[config.mk]
export PLATFORM = sky130hd
export DESIGN_NAME = fwsc_scale
export DESIGN_NICKNAME = d
export VERILOG_FILES = /design/src/rtl/core/fwsc_pkg.sv /design/src/rtl/core/fwsc_scale.sv
export SDC_FILE = /design/constraint.sdc
export NUM_CORES = 1
export LEC_CHECK = 0
export BUFFER_PORTS_ARGS = -buffer_cell sky130_fd_sc_hd__buf_2
export CAP_MARGIN = 20
export CORE_MARGIN = 5
export CORE_UTILIZATION = 30
export CTS_CLUSTER_DIAMETER = 40
export DETAILED_ROUTE_END_ITERATION = 10
export GPL_TIMING_DRIVEN = 0
export PLACE_DENSITY = 0.53
export SLEW_MARGIN = 20
export SYNTH_ARGS = -nofsm -noshare
export SYNTH_HDL_FRONTEND = slang
export SYNTH_SLANG_ARGS = --single-unit
[constraint.sdc]
create_clock -name clk_i -period 5.1 [get_ports clk_i]
set_input_delay 0 -clock clk_i [delete_from_list [all_inputs] [get_ports clk_i]]
set_output_delay 0 -clock clk_i [all_outputs]
set_load 0.03 [all_outputs]
[src/rtl/core/fwsc_pkg.sv]
`default_nettype none
package fwsc_pkg;

  localparam int unsigned StoreAw   = 11;
  localparam int unsigned FifoDepth = 1024;
  localparam int unsigned FifoAw    = 10;

  localparam logic [15:0] FifoFull  = 16'(FifoDepth);
  localparam logic [15:0] FifoHalf  = 16'h0200;
  localparam logic [15:0] MonoMin   = 16'd370;

  localparam logic [7:0]  Silence   = 8'h80;

  // bus functions
  localparam logic [1:0] FuncRead  = 2'd0;
  localparam logic [1:0] FuncWrite = 2'd1;
  localparam logic [1:0] FuncTick  = 2'd2;

  // result kinds
  localparam logic [1:0] KindRead  = 2'd0;
  localparam logic [1:0] KindAck   = 2'd1;
  localparam logic [1:0] KindSmp   = 2'd2;

  // register map
  localparam logic [11:0] AddrEnable  = 12'h801;
  localparam logic [11:0] AddrControl = 12'h802;
  localparam logic [11:0] AddrFmode   = 12'h803;
  localparam logic [11:0] AddrStatus  = 12'h804;
  localparam logic [11:0] AddrWave    = 12'h805;
  localparam logic [11:0] AddrVolume  = 12'h806;
  localparam logic [11:0] AddrVoiceLo = 12'h810;
  localparam logic [11:0] AddrVoiceHi = 12'h830;

  localparam logic [7:0] ModeFifo = 8'd1;
  localparam logic [7:0] ModeWave = 8'd2;

  localparam logic [2:0] VolFull = 3'd7;

  function automatic logic [15:0] vol_scale(input logic [2:0] lvl);
    logic [15:0] m;
    case (lvl)
      3'd0: m = 16'd8192;
      3'd1: m = 16'd9362;
      3'd2: m = 16'd10922;
      3'd3: m = 16'd13107;
      3'd4: m = 16'd16384;
      3'd5: m = 16'd21845;
      3'd6: m = 16'd32768;
      default: m = 16'd0;
    endcase
    return m;
  endfunction

  function automatic logic [7:0] vol_bias(input logic [2:0] lvl);
    logic [7:0] b;
    case (lvl)
      3'd0: b = 8'd112;
      3'd1: b = 8'd110;
      3'd2: b = 8'd107;
      3'd3: b = 8'd103;
      3'd4: b = 8'd96;
      3'd5: b = 8'd86;
      3'd6: b = 8'd64;
      default: b = 8'd0;
    endcase
    return b;
  endfunction

endpackage
`default_nettype wire

[src/rtl/core/fwsc_scale.sv]
`default_nettype none
// Volume scaling: registered product, bias added after the register.
module fwsc_scale (
  input  wire logic       clk_i,
  input  wire logic [7:0] smp_i,
  input  wire logic [2:0] vol_i,
  output logic      [7:0] scaled_o
);

  logic [23:0] prod_q;
  logic [7:0]  smp_q;
  logic [2:0]  vol_q;

  always_ff @(posedge clk_i) begin
    prod_q <= smp_i * fwsc_pkg::vol_scale(vol_i);
    smp_q  <= smp_i;
    vol_q  <= vol_i;
  end

  assign scaled_o = (vol_q == fwsc_pkg::VolFull) ? smp_q
                  : prod_q[23:16] + fwsc_pkg::vol_bias(vol_q);

endmodule
`default_nettype wire
[Word level (Yosys, flattened, before mapping)]
Cells that the tools add are included.
Word-level totals
  register bits: 35
  bits in read-only memories: 0
  latch bits: 0
  bits in writable memories: 0
  word-level logic and storage cells: 23
  memories kept: 0
Cells by class
  add/subtract/negate cells: 1
  order comparisons: 0
  reductions and logical operators: 2
  bitwise operators: 0
  multiply operators: 1
  equal/unequal tests: 13
  mux-type cells: 3
  divide/modulo/power cells: 0
  shifts and indexed selects: 0
Operators by type and width (count)
  16-bit one-hot mux with 7 select lines: 1
  7-bit one-hot mux with 7 select lines: 1
  8-bit by 16-bit multiplier with 24-bit output: 1
  3-bit equality test (second input constant): 7
  3-bit by 2-bit equality test with 1-bit output (second input constant): 4
  8-bit adder: 1
  8-bit 2-to-1 mux: 1
  3-bit by 1-bit equality test with 1-bit output (second input constant): 2
  3-bit logical NOT: 2

[Depth between registers and ports, before layout]
Gate-level depths: netlist of run 1.
  word-level depth: 4
  depth in mapped cells: 21

[Worst setup path after synthesis of run 1]
OpenSTA, ideal clock, no wires.
  kind: input to register
  from: input port vol_i[0]
  to: register prod_q[23]
  path buffers: 2
  slack: 0.539 ns
  setup time: 0.072 ns
  stages on the path: 19
  arrival time: 4.488 ns
  cells stage by stage: clkbuf_2 -> nor2b_1 -> clkbuf_1 -> and2_1 -> fa_1 -> fa_1 -> fa_1 -> inv_1 -> fa_1 -> inv_1 -> ha_1 -> a21o_1 -> a21oi_1 -> nor2_1 -> or4_1 -> nand4_1 -> o211ai_1 -> o31ai_2 -> xnor2_1
Between the ends
  word-level cells in the longest chain between the ends: 3
  elaborated cells on any way between the ends: 9
  those cells by class: mul (1); eq/ne (6); mux (1); reduce/logical (1)
Ends and longest elaborated chain
  from (decl): RTL line fwsc_scale.sv:6  | input wire logic [2:0] vol_i,
  3-bit equality test (tied with other cells): RTL line fwsc_pkg.sv:41  | case (lvl)
  16-bit one-hot mux with 7 select lines (*): RTL line fwsc_pkg.sv:41
  8-bit by 16-bit multiplier with 24-bit output (*): RTL line fwsc_scale.sv:15  | prod_q <= smp_i * fwsc_pkg::vol_scale(vol_i);
  to (signal assigned): RTL line fwsc_scale.sv:15
  to (decl): RTL line fwsc_scale.sv:10  | logic [23:0] prod_q;
Mark *: on every way between the ends. The rest lies on a longest branch, timed or not.

[Worst setup path in the final report of run 1]
  from: input port vol_i[1]
  to: register prod_q[22]
The elaborated chain is that of the path after synthesis.

==> reports/results.ini, run 1 <==
[outcome]
status = finished, final reports clean

[timing]
worst_slack_ns = 0.301
fin_worst_hold_slack_ns = 0.0190
rsz0062_at_grt = no
fmax_mhz = 208
worst_pin_slew_ns = 0.591
timing.final.crit_share_pct = 94.1
maxSlewHeadroom_pct = 60.5
finalHoldViolations = 0
setup_tns_ns = 0
setup_violations = 0
min_period_ns = 4.80
finalMaxSlewViolations = 0

[global_route]
grt_pass1_wl_mm = 17.7
grt_start_max_net_pins = 14
grt_pass1_vias = 3491
grt_use_total_pct = 13.5
grt_antenna_before_repair = 0
gr-total-overflow = 0

[detailed_routing]
via_count = 3125
drc_errors = 0
drtIter0Drc = 145
vias_per_cell = 4.53
routed_wl_mm = 10.3
drtAntennaViolNets = 0
wl_per_cell_um = 15.0
drtPass1Iterations = 4

[worst_setup_path]
cp_data_arrival_time_ns = 4.96
critPathCaptureType = flop
cp-start-kind = input port
cp.required_ns = 5.26
worstSetupStartpoint = vol_i[1]
path_max_fanout = 9
crit_type = input port to flop

[logic_synthesis]
syn-num-nets = 622
synth_top_family_by_area = adder cells
synth_edf_count = 0
synth_xor_area_share_pct = 3.89
yosys.cell_types.count = 39
synth-seq-cells = 19
yosys.area_share.simple_pct = 13.8
ys_seq_area_share_pct = 8.97
ys_warn_count = 0
synth.avg_cell_area_um2 = 8.87
synthMuxAreaShare_pct = 0.797
synthFlopType = dfxtp_1
synth_compound_area_share_pct = 7.23
synth_fa_ha_area_share_pct = 53.1
syn_inst = 478
async_flop_share_pct = 0
synthesis.area_um2 = 4240

[cells_and_area]
final_layout_size_suffix_gt1_share_pct = 9.61
area_growth_pct = 12.8
fin_area_um2 = 4780
antenna_cells = 0
utilization_pct = 34.5
layout.nets = 655
fin_cells = 690

[power]
ir_drop_mv = 0.115
power_mw = 1.19
leakage_nw = 2.65
power_per_cell_area_nw_per_um2 = 249

[flow_run]
max_cap_violations = 0

[min_path]
hp-class = input port to flop
hp-start = smp_i[0]

[die]
dieArea_um2 = 16600
boundaryPins = 20
dieWidth_um = 129
row_count = 43
core-area_um2 = 13900
initial_core_util_pct = 30.5
die_height_um = 129

[clocking]
clock-sinks = 19
clockBufferDepth = 2
cts_tree = built
clk_pin_slew_ns = 0.05
htree_num_levels = 1
cts_buffers = 3
clockRootBuffer = clkbuf_16

[placed_design]
post-dp-hpwl_mm = 9.13
dp.cells = 677
dp_slack_ns = -0.760
place_area_um2 = 4560
io_buffers = 19
gp_congestion = 0.878

sequential cells by signal, indices dropped and copies added, names as in the netlist:
signal and flops:
prod_q 8, vol_q 3, smp_q 8
synth_stat cells, types with 2 or more instances:
master,count,area [µm²]
inv_1,124,465
fa_1,80,1600
ha_1,52,651
nor2_1,39,146
nand2_1,34,128
a21oi_1,19,95.1
dfxtp_1,19,380
and2_1,16,100
and3_1,11,68.8
xnor2_1,11,96.3
nand2b_1,9,56.3
clkbuf_1,8,30.0
o21ai_0,8,40.0
a21o_1,6,45.0
xor2_1,6,52.6
nor2b_1,4,25.0
o21bai_1,4,30.0
mux2_2,3,33.8
nand4_1,3,18.8
a21boi_0,2,15.0
a31oi_1,2,12.5
where the power goes:
part / internal (mW) / switching, mW / leakage (nW)
clock network: 0.106 / 0.0509 / 0.0382
registers: 0.177 / 0.0123 / 0.160
logic: 0.324 / 0.521 / 2.45
routing by layer:
| layer | GRT usage (%) | vias up | wire length [µm] |
|---|---|---|---|
| met5 | 0 | - | 0 |
| met3 | 1.41 | 17 | 419 |
| li1 | - | 1509 | - |
| met4 | 3.46 | 0 | 210 |
| met2 | 22.2 | 65 | 4790 |
| met1 | 18.9 | 1534 | 4910 |
kinds of logic after synthesis:
| group | Yosys count |
|---|---|
| AO/OA/AOI/OAI | 49 |
| XOR/XNOR | 18 |
| adder cells (fa/ha/maj) | 132 |
| buffers and inverters | 135 |
| flip-flops | 19 |
| multiplexers | 3 |
| AND/OR/NAND/NOR | 122 |
critical path: stages:
cell	delay, ns
buf_2	0.11
buf_6	0.14
inv_1	0.29
nor2_4	0.12
nor2_2	0.25
nor2_1	0.10
fa_1	0.50
fa_1	0.44
fa_1	0.51
inv_1	0.06
fa_1	0.54
inv_1	0.04
ha_1	0.33
a21o_1	0.19
a21oi_1	0.14
nor2_1	0.07
or4_1	0.43
nand4_1	0.12
o211ai_1	0.18
a21oi_1	0.23
xnor2_1	0.16
layout make-up:
cell class	instances	area [µm²]
Buffer	8	41.3
Clock buffer	4	78.8
Fill cell	1441	9100
Inverter	125	469
Multi-Input combinational cell	324	3390
Sequential cell	19	380
Tap cell	180	225
Timing Repair Buffer	30	198
final timing paths:
| kind | to | slack (ns) | cells after the start |
|---|---|---|---|
| setup / recovery | prod_q[22]$_DFF_P_ | 0.30 | 21 |
| hold / removal | smp_q[0]$_DFF_P_ | 0.02 | 1 |
timing repair:
| item | CTS | global route |
|---|---|---|
| hold buffers | 8 | 0 |
| buffers inserted | 0 | 3 |
| endpoints found under the setup margin | 8 | 7 |
| pin swaps | 0 | 2 |
| gates resized for setup | 5 | 12 |
| hold endpoints to repair | 8 | 0 |
cells in the final DEF, fill, tap and decap left out, types with 2 or more instances in the layout:
cell type	count
nand2b_1	7
nor2_1	34
mux2_2	3
o21bai_1	4
a21oi_1	19
xor2_1	6
o21ai_0	8
nor2b_1	3
clkbuf_1	5
a21o_1	6
nand4_1	3
nor2_2	4
fa_1	80
xnor2_1	11
dlygate4sd3_1	8
nand2b_2	2
buf_4	3
and2_1	16
inv_1	124
clkbuf_2	3
dfxtp_1	19
buf_2	19
clkbuf_16	3
nand2_1	34
and3_1	11
ha_1	52
Note: power is estimated with default switching activity, not from simulation.
==> run 2, diff against run 1 <==
==> constraint.sdc (replaced) <==
create_clock -name clk_i -period 5.1 [get_ports clk_i]
set_input_delay 0.765 -clock clk_i [delete_from_list [all_inputs] [get_ports clk_i]]
set_output_delay 0.765 -clock clk_i [all_outputs]
set_load 0.03 [all_outputs]
==> reports/results.ini, run 2 (synthesis results as in run 1) <==
[power]
intPower_mw = 0.696
combPwrFrac_pct = 74.0
ir_drop_mv = 0.157
leakage_nw = 2.87
swShare_pct = 47.5
clock_power_share_pct = 11.7
p_sw_mw = 0.629
power_per_cell_area_nw_per_um2 = 244
pwr-share-seq_pct = 14.3
power_mw = 1.32

[worst_setup_path]
crit_buf_inv = 5
slowest_delay_ns = 0.54
crit_type = input port to flop
worst_path_max_delay_cell = fa_1
path_cells = buf_2 -> nor2b_4 -> inv_1 -> nor2_4 -> fa_1 -> fa_1 -> fa_1 -> inv_2 -> fa_1 -> inv_2 -> ha_4 -> a21o_1 -> a21oi_2 -> nor2_2 -> or4_4 -> nand4_1 -> o211ai_1 -> buf_4 -> o31ai_4 -> xnor2_1
critical_path.top_delay_family = adder cells
cp_data_arrival_time_ns = 5.24
cp.required_ns = 5.23
critPathCaptureType = flop
cp-start-kind = input port
cp_common_cell = fa_1
path_max_fanout = 8

[placed_design]
io_buffers = 19
dp_slack_ns = -0.844
place_area_um2 = 4700
gp_congestion = 0.888
post-dp-hpwl_mm = 9.08

[global_route]
grt_pass1_vias = 3555
grt_start_max_net_pins = 11
grt_antenna_before_repair = 0
grt_pass1_wl_mm = 17.9
grt_use_total_pct = 13.7
gr-total-overflow = 0

[detailed_routing]
drtAntennaViolNets = 0
drtIter0Drc = 152
wl_per_cell_um = 15.3
drc_errors = 0
via_count = 3296
drtPass1Iterations = 4
vias_per_cell = 4.63
routed_wl_mm = 10.9

[clocking]
clock-sinks = 19
cts_tree = built
holdBufCountCts = 0
clockRootBuffer = clkbuf_16
cts_buffers = 3
clk_pin_slew_ns = 0.05
clockBufferDepth = 2
htree_num_levels = 1

[cells_and_area]
mostFrequentLayoutCells = 110 x inv_1, 78 x fa_1, 45 x ha_1
final_common_cell = inv_1
reg_top3 = prod_q x8, smp_q x8, vol_q x3
layout.nets = 677
fin_area_um2 = 5420
final_layout_size_suffix_gt1_share_pct = 26.1
antenna_cells = 0
area_growth_pct = 27.9

[min_path]
holdPathEnd = vol_q[1]$_DFF_P_
min_path_cells = 1
hp-class = input port to flop
hp-start = vol_i[1]

[flow_run]
max_cap_violations = 0

[timing]
maxSlewHeadroom_pct = 74.8
fmax_mhz = 196
worst_slack_ns = -0.00998
setup_tns_ns = -0.0192
timing.final.crit_share_pct = 100
setup_violations = 2
finalHoldViolations = 0
worst_pin_slew_ns = 0.378
finalMaxSlewViolations = 0
rsz0062_at_grt = yes
min_period_ns = 5.11

[die]
core-area_um2 = 13900
dieWidth_um = 129
boundaryPins = 20
row_count = 43
initial_core_util_pct = 30.5
dieArea_um2 = 16600
die_height_um = 129

[outcome]
failed_checks = setup timing
status = complete, but fails checks

==> run 2: cell types whose count changed in the layout (fill, tap and decap cells not counted), sizes merged <==
cell	before	now
inv	125	124
clkinvlp	0	1
dlygate4sd3	8	0
bufbuf	0	1
clkbuf	11	12
buf	23	51
==> run 2: repair_timing <==
action | in CTS | in global routing
pin swaps | 47 | 41
gates cloned | 2 | 0
endpoints found under the hold margin | 0 | 0
gates resized for setup | 64 | 33
setup endpoints to repair | 8 | 8
buffers inserted | 22 | 9
==> run 2: power by group through the flow <==
stage	clock network, mW	registers [mW]	logic (mW)
after global placement	0	0.194	0.846
after global routing	0.165	0.193	1.11
after CTS	0.158	0.191	0.953
after detailed placement	0	0.194	0.854
after floorplan	0	0.188	0.629
final	0.154	0.190	0.980
==> run 2: cell type report <==
| class | count | area [µm²] |
|---|---|---|
| Buffer | 8 | 87.6 |
| Inverter | 125 | 475 |
| Tap cell | 180 | 225 |
| Timing Repair Buffer | 52 | 460 |
| Clock buffer | 4 | 78.8 |
| Multi-Input combinational cell | 324 | 3720 |
| Sequential cell | 19 | 380 |
| Fill cell | 1353 | 8460 |
==> run 2: layer usage <==
layer | wire [µm] | part of all wire [%] | vias up | global-route usage [%]
met5 | 0 | 0 | - | 0
met4 | 286 | 2.6 | 0 | 4.20
met3 | 790 | 7.2 | 26 | 2.24
met2 | 5250 | 48 | 96 | 22.6
met1 | 4570 | 42 | 1629 | 18.6
li1 | - | - | 1545 | -
==> run 2: metrics by stage <==
stage,cells,hold slack [ns],utilization [%]
6_report,712,0.636,39.1
5_1_grt,712,0.635,39.1
4_1_cts,704,0.620,37.9
3_5_place_dp,677,0.898,33.8
3_3_place_gp,677,0.896,33.8
2_1_floorplan,478,0.793,-
==> run 2: worst max-delay path by stage <==
stage / startpoint / endpoint / cells past startpoint
2_1_floorplan: vol_i[0] / prod_q[23]$_DFF_P_ / 20
3_3_place_gp: vol_i[2] / prod_q[23]$_DFF_P_ / 22
3_5_place_dp: vol_i[2] / prod_q[23]$_DFF_P_ / 22
4_1_cts: vol_i[0] / prod_q[23]$_DFF_P_ / 23
5_1_grt: vol_i[1] / prod_q[23]$_DFF_P_ / 23
6_report: smp_i[3] / prod_q[23]$_DFF_P_ / 20
==> run 3, diff against run 2 <==
--- a/config.mk
+++ b/config.mk
@@ -8,11 +8,11 @@
 export BUFFER_PORTS_ARGS = -buffer_cell sky130_fd_sc_hd__buf_2
 export CAP_MARGIN = 20
 export CORE_MARGIN = 5
-export CORE_UTILIZATION = 30
+export CORE_UTILIZATION = 50
 export CTS_CLUSTER_DIAMETER = 40
 export DETAILED_ROUTE_END_ITERATION = 10
 export GPL_TIMING_DRIVEN = 0
-export PLACE_DENSITY = 0.53
+export PLACE_DENSITY = 0.75
 export SLEW_MARGIN = 20
 export SYNTH_ARGS = -nofsm -noshare
 export SYNTH_HDL_FRONTEND = slang
==> constraint.sdc (replaced) <==
create_clock -name clk_i -period 5.1 [get_ports clk_i]
set_input_delay 0.765 -clock clk_i [delete_from_list [all_inputs] [get_ports clk_i]]
set_output_delay 0.765 -clock clk_i [all_outputs]
set_load 0.02 [all_outputs]
==> reports/results.ini, run 3 (synthesis results as in run 1) <==
[outcome]
status = complete, but fails checks
failed_checks = setup timing

[worst_setup_path]
crit_end = prod_q[23]$_DFF_P_
path_max_fanout = 5
worstSetupStartpoint = vol_i[1]
critPathCaptureType = flop
cp-start-kind = input port
crit_type = input port to flop
cp_data_arrival_time_ns = 5.37
cp.required_ns = 5.25

[timing]
maxSlewHeadroom_pct = 67.0
fmax_mhz = 191
finalMaxSlewViolations = 0
min_period_ns = 5.22
worst_pin_slew_ns = 0.493
timing.final.crit_share_pct = 102
finalHoldViolations = 0
rsz0062_at_grt = yes
setup_violations = 4
fin_worst_hold_slack_ns = 0.631
worst_slack_ns = -0.124

[detailed_routing]
drtAntennaViolNets = 0
vias_per_cell = 5.33
routed_wl_mm = 11.9
wl_per_cell_um = 18.3
drtIter0Drc = 185
via_count = 3451
drtPass1Iterations = 4
drc_errors = 0

[global_route]
grt_pass1_vias = 3679
grt_use_total_pct = 23.6
grt_antenna_before_repair = 0
gr-total-overflow = 0
grt_pass1_wl_mm = 18.8
grt_start_max_net_pins = 12

[cells_and_area]
reg_top3 = prod_q x8, smp_q x8, vol_q x3
area_growth_pct = 26.3
antenna_cells = 0
utilization_pct = 64.8
final_layout_size_suffix_gt1_share_pct = 28.0
mostFrequentLayoutCells = 110 x inv_1, 75 x fa_1, 45 x ha_1
fin_area_um2 = 5360
layout.nets = 688
final_common_cell = inv_1

[power]
pwr-share-seq_pct = 14.9
power_per_cell_area_nw_per_um2 = 235
combPwrFrac_pct = 76.6
p_sw_mw = 0.600
swShare_pct = 47.6
leakage_nw = 2.89
ir_drop_mv = 0.150
clock_power_share_pct = 8.5
intPower_mw = 0.660
power_mw = 1.26

[flow_run]
max_cap_violations = 0

[min_path]
hp-class = input port to flop

[clocking]
htree_num_levels = 1
clk_pin_slew_ns = 0.07
clock-sinks = 19
clockBufferDepth = 2
holdBufCountCts = 0
cts_buffers = 3
cts_tree = built
clockRootBuffer = clkbuf_8

[placed_design]
gp_congestion = 1.01
place_area_um2 = 4600
post-dp-hpwl_mm = 8.73
io_buffers = 19

[die]
row_count = 33
dieWidth_um = 102
die_height_um = 102
initial_core_util_pct = 51.3
core-area_um2 = 8260
dieArea_um2 = 10400
boundaryPins = 20

[run 3: cell type report]
class | instances | area [µm²]
Fill cell | 641 | 2900
Clock buffer | 3 | 41.3
Buffer | 9 | 124
Timing Repair Buffer | 62 | 515
Inverter | 125 | 475
Multi-Input combinational cell | 324 | 3680
Sequential cell | 19 | 380
Clock inverter | 1 | 5.00
Tap cell | 105 | 131
[run 3: power by group through the flow]
stage | clock, mW | sequential [mW] | combinational [mW]
floorplan | 0 | 0.188 | 0.598
global placement | 0 | 0.192 | 0.762
detailed placement | 0 | 0.191 | 0.793
CTS | 0.106 | 0.188 | 0.884
global route | 0.116 | 0.191 | 1.08
finish | 0.107 | 0.188 | 0.966
[run 3: how the worst min path moves through the flow]
stage | start | depth (start not counted) | end
2_1_floorplan | smp_i[0] | 0 | smp_q[0]$_DFF_P_
3_3_place_gp | vol_i[1] | 1 | vol_q[1]$_DFF_P_
3_5_place_dp | vol_i[1] | 1 | vol_q[1]$_DFF_P_
4_1_cts | vol_i[1] | 1 | vol_q[1]$_DFF_P_
5_1_grt | vol_i[1] | 1 | vol_q[1]$_DFF_P_
6_report | vol_i[1] | 1 | vol_q[1]$_DFF_P_
[run 3: stage by stage]
| step | std cells | TNS, ns | setup WS [ns] |
|---|---|---|---|
| after floorplan | 478 | 0 | 0.00389 |
| final | 648 | -0.285 | -0.124 |
| after CTS | 632 | -0.152 | -0.0973 |
| after detailed placement | 602 | -6.01 | -0.970 |
| after global placement | 602 | -5.30 | -0.889 |
| after global routing | 648 | -1.05 | -0.316 |
[run 3: timing repair]
item                                    in CTS  in global routing
gates cloned                                 3                  0
pin swaps                                   45                 34
gates resized for setup                     60                 29
endpoints found under the setup margin       8                  6
buffers inserted                            23                 17
[run 3: routing by layer]
layer / share of wire, % / global-route usage, % / up-vias
met3: 7.7 / 4.71 / 39
met4: 3.1 / 5.95 / 0
met2: 49 / 39.7 / 149
met1: 41 / 31.3 / 1684
met5: 0 / 0 / -
li1: - / - / 1579
[run 3: worst max-delay path: stages]
cell and delay, ns:
buf_8 0.11, buf_12 0.14, xor2_4 0.18, and2_4 0.20, nand2_4 0.09, inv_4 0.04
fa_2 0.56, fa_1 0.44, fa_1 0.49, inv_1 0.05, fa_1 0.49, inv_2 0.05
ha_4 0.24, a21o_1 0.19, a21oi_2 0.15, nor2_2 0.06, or4_4 0.42, nand4_1 0.08
o211ai_1 0.21, o31ai_2 0.31, xnor2_1 0.10
